### config.mk
export PLATFORM = sky130hd
export DESIGN_NAME = hpao_cmp
export DESIGN_NICKNAME = d
export VERILOG_FILES = /design/src/hw/rtl/hpao_pkg.sv /design/src/hw/rtl/hpao_cmp.sv
export SDC_FILE = /design/constraint.sdc
export NUM_CORES = 2
export LEC_CHECK = 0
export ABC_CLOCK_PERIOD_IN_PS = 13800
export BUFFER_PORTS_ARGS = -buffer_cell sky130_fd_sc_hd__buf_2
export CORE_UTILIZATION = 40
export CTS_BUF_LIST = sky130_fd_sc_hd__clkbuf_8
export DETAILED_ROUTE_END_ITERATION = 16
export MAX_ROUTING_LAYER = met4
export PLACE_DENSITY = 0.61
export SLEW_MARGIN = 10
export SYNTH_ARGS = -nofsm -noshare
export SYNTH_HDL_FRONTEND = slang
export SYNTH_SLANG_ARGS = --single-unit
### constraint.sdc
create_clock -name clk -period 13.8 [get_ports clk]
set_input_delay 1.38 -clock clk [delete_from_list [all_inputs] [get_ports clk]]
set_output_delay 1.38 -clock clk [all_outputs]
set_load 0.05 [all_outputs]
### src/hw/rtl/hpao_pkg.sv
// Shared types and constants for the hull point angular order unit.
// Used by the top level, the compare unit and the port checker; no dependencies.
`timescale 1ns / 1ps

package hpao_pkg;

    localparam int COORD_W        = 32;
    localparam int COUNT_W        = 7;
    localparam int MAX_POINTS_DEF = 64;

    // Differences to the start point need one extra bit; products and sums grow from there.
    localparam int DELTA_W = COORD_W + 1;
    localparam int PROD_W  = 2 * DELTA_W;
    localparam int ACC_W   = PROD_W + 1;

    // Multiply steps of one comparison: cross product first, squared distances after.
    localparam int STEP_W = 3;
    localparam logic [STEP_W-1:0] STEP_CROSS_A = 3'd0;
    localparam logic [STEP_W-1:0] STEP_CROSS_B = 3'd1;
    localparam logic [STEP_W-1:0] STEP_DIST_AX = 3'd2;
    localparam logic [STEP_W-1:0] STEP_DIST_AY = 3'd3;
    localparam logic [STEP_W-1:0] STEP_DIST_BX = 3'd4;
    localparam logic [STEP_W-1:0] STEP_DIST_BY = 3'd5;

    typedef struct packed {
        logic signed [COORD_W-1:0] x;
        logic signed [COORD_W-1:0] y;
    } point_t;

    typedef struct packed {
        logic   start;
        point_t a;
        point_t b;
        point_t s;
    } cmp_req_t;

    typedef struct packed {
        logic done;
        logic ahead;
    } cmp_rsp_t;

    typedef enum logic [3:0] {
        ST_LOAD,
        ST_SCAN_RD,
        ST_SCAN_CMP,
        ST_SWAP_P,
        ST_SWAP_0,
        ST_SORT_RD_T,
        ST_SORT_LD_T,
        ST_SORT_CHK,
        ST_SORT_LD_B,
        ST_SORT_WAIT,
        ST_EMIT_RD,
        ST_EMIT_LD,
        ST_EMIT_WAIT
    } ord_state_t;

endpackage

### src/hw/rtl/hpao_cmp.sv
// Angular order compare unit: one shared 33x33 multiplier and a 67-bit accumulator.
// Depends on hpao_pkg for point, request and response types and step codes.
`timescale 1ns / 1ps

module hpao_cmp (
    input  logic               clk,
    input  logic               rst_n,
    input  hpao_pkg::cmp_req_t req,
    output hpao_pkg::cmp_rsp_t rsp
);

    localparam int DW = hpao_pkg::DELTA_W;
    localparam int PW = hpao_pkg::PROD_W;
    localparam int AW = hpao_pkg::ACC_W;
    localparam int SW = hpao_pkg::STEP_W;

    logic signed [DW-1:0] dax_reg, day_reg, dbx_reg, dby_reg;
    logic                 alow_reg;
    logic signed [PW-1:0] prod_reg;
    logic signed [AW-1:0] acc_reg, acc_next;

    logic          busy_reg, busy_next;
    logic [SW-1:0] iss_reg, iss_next;
    logic          pvld_reg, pvld_next;
    logic [SW-1:0] pstep_reg;
    logic          lvld_reg, lvld_next;
    logic [SW-1:0] lstep_reg;
    logic          done_reg, done_next;
    logic          ahead_reg, ahead_next;

    logic signed [DW-1:0] mul_a, mul_b;
    logic signed [PW-1:0] mul_out;
    logic signed [AW-1:0] prod_ext;
    logic                 issue;
    logic                 acc_zero;

    always_comb
    begin
        case (iss_reg)
            hpao_pkg::STEP_CROSS_A: begin mul_a = dax_reg; mul_b = dby_reg; end
            hpao_pkg::STEP_CROSS_B: begin mul_a = day_reg; mul_b = dbx_reg; end
            hpao_pkg::STEP_DIST_AX: begin mul_a = dax_reg; mul_b = dax_reg; end
            hpao_pkg::STEP_DIST_AY: begin mul_a = day_reg; mul_b = day_reg; end
            hpao_pkg::STEP_DIST_BX: begin mul_a = dbx_reg; mul_b = dbx_reg; end
            hpao_pkg::STEP_DIST_BY: begin mul_a = dby_reg; mul_b = dby_reg; end
            default:                begin mul_a = '0;      mul_b = '0;      end
        endcase
    end

    assign mul_out  = mul_a * mul_b;
    assign prod_ext = AW'(prod_reg);
    assign issue    = busy_reg && (iss_reg <= hpao_pkg::STEP_DIST_BY);
    assign acc_zero = (acc_reg == '0);

    always_comb
    begin
        case (pstep_reg) inside
            hpao_pkg::STEP_CROSS_A, hpao_pkg::STEP_DIST_AX:
                acc_next = prod_ext;
            hpao_pkg::STEP_DIST_AY:
                acc_next = acc_reg + prod_ext;
            hpao_pkg::STEP_CROSS_B, hpao_pkg::STEP_DIST_BX, hpao_pkg::STEP_DIST_BY:
                acc_next = acc_reg - prod_ext;
            default:
                acc_next = acc_reg;
        endcase
    end

    always_comb
    begin
        busy_next  = busy_reg;
        iss_next   = iss_reg;
        pvld_next  = issue;
        lvld_next  = pvld_reg;
        done_next  = 1'b0;
        ahead_next = ahead_reg;
        if (issue)
        begin
            iss_next = SW'(iss_reg + 1'b1);
        end
        // Cross product decides unless it is zero; then the distance difference decides.
        if (busy_reg && lvld_reg && lstep_reg == hpao_pkg::STEP_CROSS_B && !acc_zero)
        begin
            busy_next  = 1'b0;
            done_next  = 1'b1;
            ahead_next = !acc_reg[AW-1];
        end
        else if (busy_reg && lvld_reg && lstep_reg == hpao_pkg::STEP_DIST_BY)
        begin
            busy_next  = 1'b0;
            done_next  = 1'b1;
            ahead_next = alow_reg ? acc_reg[AW-1] : (!acc_reg[AW-1] && !acc_zero);
        end
        if (req.start)
        begin
            busy_next = 1'b1;
            iss_next  = hpao_pkg::STEP_CROSS_A;
            pvld_next = 1'b0;
            lvld_next = 1'b0;
            done_next = 1'b0;
        end
    end

    always_ff @(posedge clk or negedge rst_n)
    begin
        if (!rst_n)
        begin
            busy_reg  <= 1'b0;
            iss_reg   <= '0;
            pvld_reg  <= 1'b0;
            lvld_reg  <= 1'b0;
            done_reg  <= 1'b0;
            ahead_reg <= 1'b0;
        end
        else
        begin
            busy_reg  <= busy_next;
            iss_reg   <= iss_next;
            pvld_reg  <= pvld_next;
            lvld_reg  <= lvld_next;
            done_reg  <= done_next;
            ahead_reg <= ahead_next;
        end
    end

    always_ff @(posedge clk)
    begin
        if (req.start)
        begin
            dax_reg  <= DW'(req.a.x) - DW'(req.s.x);
            day_reg  <= DW'(req.a.y) - DW'(req.s.y);
            dbx_reg  <= DW'(req.b.x) - DW'(req.s.x);
            dby_reg  <= DW'(req.b.y) - DW'(req.s.y);
            alow_reg <= (req.a.y <= req.s.y);
        end
        if (issue)
        begin
            prod_reg  <= mul_out;
            pstep_reg <= iss_reg;
        end
        if (pvld_reg)
        begin
            acc_reg   <= acc_next;
            lstep_reg <= pstep_reg;
        end
    end

    assign rsp.done  = done_reg;
    assign rsp.ahead = ahead_reg;

endmodule

* Word-level counts from Yosys, hierarchy flattened
Index checks and enable logic that the tools add are counted.
** Storage, ports and cells
- Flip-flop bits (word level) :: 280
- Input port bits :: 195
** Operators by class
- $add $sub $neg :: 7
- Multiply operators :: 1
- Magnitude comparators :: 2
- Equal/unequal tests :: 12
- Mux-type cells :: 18
- Reductions and logical operators :: 22
** Operators by type and width (number)
- case mux 33 bit (4 select lines) :: 2
- two-way mux 67 bit :: 3
- subtractor 32 x 32 -> 33 bit :: 4
- adder 67 x 66 -> 67 bit :: 1
- logical NOT 67 bit :: 1
- subtractor 67 x 66 -> 67 bit :: 1
- multiplier 33 x 33 -> 66 bit :: 1
- less-or-equal comparator 32 bit :: 1
- == test 3 bit (second input constant) :: 5
- == test 3 x 2 -> 1 bit (second input constant) :: 4
- two-way mux 1 bit :: 11
- OR reduction 2 bit :: 5
- == test 3 x 1 -> 1 bit (second input constant) :: 3
- logical AND 1 bit :: 6
- logical NOT 3 bit :: 2
- two-way mux 3 bit :: 2
- nonzero test 3 bit :: 2
- nonzero test 2 bit :: 2
- adder 3 x 1 -> 3 bit (second input constant) :: 1
- less-or-equal comparator 3 bit (second input constant) :: 1
- OR reduction 3 bit :: 1
- logical NOT 1 bit :: 2
- AND reduction 2 bit :: 1

* Depth between registers and ports, before layout
- Depth after elaboration :: 6
- Mapped depth :: 38
- Mapped depth without buffers :: 34

* Worst setup path after synthesis
No wires, ideal clock.
- Kind :: flip-flop to flip-flop
- Start :: register iss_reg[0]
- End :: register prod_reg[63] (data pin)
- Arrival time :: 9.214 ns
- Slack :: 4.322 ns
- Stages on the path, launching flop included :: 35
- Buffers on the path :: 5
- Clock period less this slack :: 9.478 ns
- Cells stage by stage :: dfrtp_1 > inv_1 > ha_1 > nor2b_1 > clkbuf_1 > nor4_1 > clkbuf_1 > clkbuf_1 > a21oi_1 > clkbuf_1 > nand2_1 > inv_1 > fa_1 > fa_1 > fa_1 > inv_1 > fa_1 > inv_1 > fa_1 > fa_1 > fa_1 > inv_1 > fa_1 > inv_1 > ha_1 > clkbuf_1 > a21o_1 > a21o_1 > a21o_1 > a21oi_1 > nor2b_1 > o21ai_0 > nand2b_1 > a221oi_1 > xnor2_1
** Between the ends
- Cells in the longest elaborated chain, start to end :: 4
** RTL lines
- start: declaration :: RTL line hpao_cmp.sv:23 : logic [SW-1:0] iss_reg, iss_next;
- start signal: assignment :: RTL line hpao_cmp.sv:118 : iss_reg <= iss_next;
- == test 3 x 2 -> 1 bit (tied with other cells) :: RTL line hpao_cmp.sv:39 : case (iss_reg)
- OR reduction 2 bit (no source line)
- case mux 33 bit (4 select lines) :: RTL line hpao_cmp.sv:39
- multiplier 33 x 33 -> 66 bit (*) :: RTL line hpao_cmp.sv:50 : assign mul_out = mul_a * mul_b;
- named net mul_out[63] :: RTL line hpao_cmp.sv:32 : logic signed [PW-1:0] mul_out;
- end signal: assignment :: RTL line hpao_cmp.sv:138 : prod_reg <= mul_out;
- end: declaration :: RTL line hpao_cmp.sv:19 : logic signed [PW-1:0] prod_reg;
The timed path passes the listed nets; every way through them passes the cells marked *.
A chain may end at the register's enable or synchronous reset.

* Worst setup path after layout
- Start :: register iss_reg[0]
- End :: register prod_reg[50] (data pin)
The elaborated chain is that of the path after synthesis.

==> flow_summary.json <==
{
  "synth_area_leader_cell": "fa_1",
  "synth_area_um2": 59900,
  "drt_iter0_drc": 4121,
  "synth_cells": 6589,
  "regArea_um2": 8370,
  "nets": 8442,
  "synth-compound-area-share_pct": 11.6,
  "rsz0062_at_grt": "no",
  "synthAdderAreaFrac_pct": 47.2,
  "coreArea_um2": 148000,
  "antenna_found_initial": 6,
  "cts_setup_buffers": 0,
  "path_buf_inv": 8,
  "wl_mm": 197,
  "vias_per_cell": 5.52,
  "grt_pass1_wl_mm": 302,
  "worst_ep_arrival_time_ns": 11.69,
  "maxCapViolations": 0,
  "overflow": 0,
  "finalHoldViolations": 0,
  "yosys.area_share.simple_pct": 13.2,
  "critical_path_class": "flop to flop",
  "cts.clk_slew.worst_paths_ns": 0.06,
  "dr.pass1.iters": 10,
  "finalCritPeriodShare_pct": 81.3,
  "cts_resized": 0,
  "grt_pass1_vias": 50020,
  "synth.area.mux_share_pct": 0.0668,
  "crit_start": "iss_reg[0]$_DFFE_PN0P_",
  "worstHoldPathType": "flop to flop",
  "critPathSlowestCell": "o21ai_0",
  "die_h_um": 389,
  "cts_tree": "yes",
  "die_w_um": 389,
  "worst-endpoint-required_ns": 14.27,
  "wl_met3_mm": 19.0,
  "fin_worst_skew_ns": 0.0345,
  "route.met2.wl_mm": 87.4,
  "synth_nets": 8353,
  "ff2ff_setup_slack_ns": 2.58,
  "ys_seq_area_share_pct": 14.0,
  "outcome": "completed",
  "yosys-top-cells-count": "1243 x inv_1, 1150 x fa_1, 752 x nor2_1, 748 x nand2_1, 419 x ha_1",
  "crit_path_end": "prod_reg[50]$_DFFE_PP_",
  "r2r_end": "prod_reg[50]$_DFFE_PP_",
  "reg2reg_depth": 33,
  "gp_congestion": 1.00,
  "synthToLayoutAreaGrowth_pct": 7.90,
  "fillCellCount": 14513,
  "stdcell_count": 8657,
  "multi_input_area_um2": 46100,
  "hold_path.startpoint": "pvld_reg$_DFF_PN0_",
  "worstMarginPinSlew_ns": 1.24,
  "routed.top_layer": "met4",
  "numCtsBuffers": 51,
  "hold_buffers": 0,
  "slew_headroom_pct": 17.1,
  "synthTopCellsByArea": "fa_1 38%, edfxtp_1 14%, ha_1 8.8%",
  "ios": 197,
  "avgSynthCellArea_um2": 9.09,
  "cts_sinks": 280,
  "synth_xor_area_share_pct": 4.43,
  "synth_top_flop_cell": "edfxtp_1",
  "htree_levels": 2,
  "cp_num_cells": 33,
  "yosysWarnings": 0,
  "drc": 0,
  "rows": 141,
  "crit_fanout": 32,
  "worstSkewPairLatency_ns": 0.73,
  "cp_slowest_stage_delay_ns": 0.88,
  "synth-seq-cells": 280,
  "path_common_cell": "fa_1",
  "async_flop_share_pct": 2.86,
  "port_buffers": 196,
  "critPathCaptureType": "flop",
  "cp_top_family": "adder cells",
  "final_max_slew_viol_count": 0,
  "fmax_ghz": 0.0891,
  "dp_hpwl_mm": 161,
  "cp-start-kind": "flop",
  "synth-edff-count": 272,
  "route.layer.met1.wl_mm": 82.5,
  "reg2reg_from": "iss_reg[0]$_DFFE_PN0P_",
  "synth.distinct_cells": 73,
  "ant_nets": 0,
  "grtUsageTotal_pct": 27.1,
  "finalSetupViolCount": 0,
  "cts_root_buf": "clkbuf_8",
  "period_needed_ns": 11.22,
  "largest_reg_flops": 67,
  "avgRoutedWirePerCell_um": 22.8,
  "start_util_pct": 40.4,
  "drive_gt1_share_pct": 7.05,
  "setup_tns_ns": 0,
  "synth_most_common_cell": "inv_1",
  "clock_tree.buffer_depth": 3,
  "synth_top_family_by_area": "adder cells",
  "netlist.area_leader.share_pct": 38.4,
  "num_vias": 47748,
  "grt_max_degree": 91,
  "placedCellCount": 8555,
  "dieArea_um2": 151000
}
-- cell type report --
| type | count | area share (%) |
|---|---|---|
| Multi-Input combinational cell | 4782 | 71.3 |
| Sequential cell | 280 | 12.9 |
| Inverter | 1244 | 7.23 |
| Antenna cell | 7 | 0.0271 |
| Tap cell | 1930 | 3.74 |
| Clock buffer | 57 | 1.21 |
| Clock inverter | 38 | 0.604 |
| Timing Repair Buffer | 319 | 2.96 |
-- through the flow --
step / setup WS (ns) / hold slack (ns) / utilization, % / cell area, um^2
floorplan: 4.32 / 0.444 / - / 59900
global placement: 2.92 / 0.549 / 42.8 / 63400
detailed placement: 2.79 / 0.566 / 42.8 / 63400
CTS: 2.80 / 0.555 / 43.6 / 64600
global route: 2.02 / 0.592 / 43.6 / 64600
finish: 2.58 / 0.564 / 43.6 / 64600
-- logic make-up (layout without fill, tap and decap cells) --
kind of cell               count (synthesis)  after routing
DFF                                      280            280
xor gates and xnor gates                 303            303
AOI/OAI and AO/OA                       1039           1039
muxes                                      4              4
adders and majority gates               1569           1569
and+or+nand+nor                         1867           1867
other                                      0              7
buffers and inverters                   1527           1658
-- worst min path at each step --
| stage | end | slack, ns | depth (start not counted) |
|---|---|---|---|
| after floorplan | lstep_reg[1]$_DFFE_PP_ | 0.44 | 0 |
| after global placement | pstep_reg[1]$_DFFE_PP_ | 0.55 | 0 |
| after detailed placement | pstep_reg[1]$_DFFE_PP_ | 0.57 | 0 |
| after CTS | lstep_reg[2]$_DFFE_PP_ | 0.56 | 0 |
| after global routing | done_reg$_DFF_PN0_ | 0.59 | 1 |
| final | lstep_reg[2]$_DFFE_PP_ | 0.56 | 0 |
-- cells in the final DEF (no fill, tap or decap), types with 10 or more instances in the layout --
master / Yosys / routed
o21a_1: 39 / 39
o21ai_0: 178 / 178
inv_1: 1243 / 1255
a21o_1: 146 / 145
nor2b_1: 41 / 40
clkbuf_8: 0 / 57
a221oi_2: 0 / 22
or4_1: 11 / 11
a211oi_1: 28 / 28
xor2_1: 97 / 97
a21boi_0: 13 / 12
xnor2_1: 206 / 206
nor2_1: 752 / 750
a221oi_1: 44 / 19
nor3_1: 51 / 51
o31ai_1: 27 / 27
a31oi_1: 26 / 26
edfxtp_1: 272 / 272
a22o_1: 35 / 35
a222oi_1: 33 / 33
ha_1: 419 / 419
o21bai_1: 38 / 38
o41ai_1: 14 / 14
nand2b_1: 49 / 48
nand3_1: 52 / 52
a21oi_1: 312 / 300
and2_1: 27 / 27
o211ai_1: 11 / 11
a221o_1: 35 / 32
buf_2: 0 / 195
a21oi_2: 1 / 11
and3_1: 21 / 21
fa_1: 1150 / 1149
nor4_1: 28 / 27
nand2_1: 748 / 748
a211o_1: 10 / 10
nand4_1: 41 / 41
buf_4: 2 / 123
or2_2: 12 / 12
-- routing by layer --
metal | vias to the layer above | global-route usage, %
li1 | 21166 | -
met1 | 24020 | 35.4
met2 | 2161 | 41.8
met3 | 401 | 5.84
met4 | 0 | 9.21
met5 | - | -
Power is left out: the tool's default activity adds up to more than one toggle a clock period on the data nets, which glitch-free logic cannot reach.
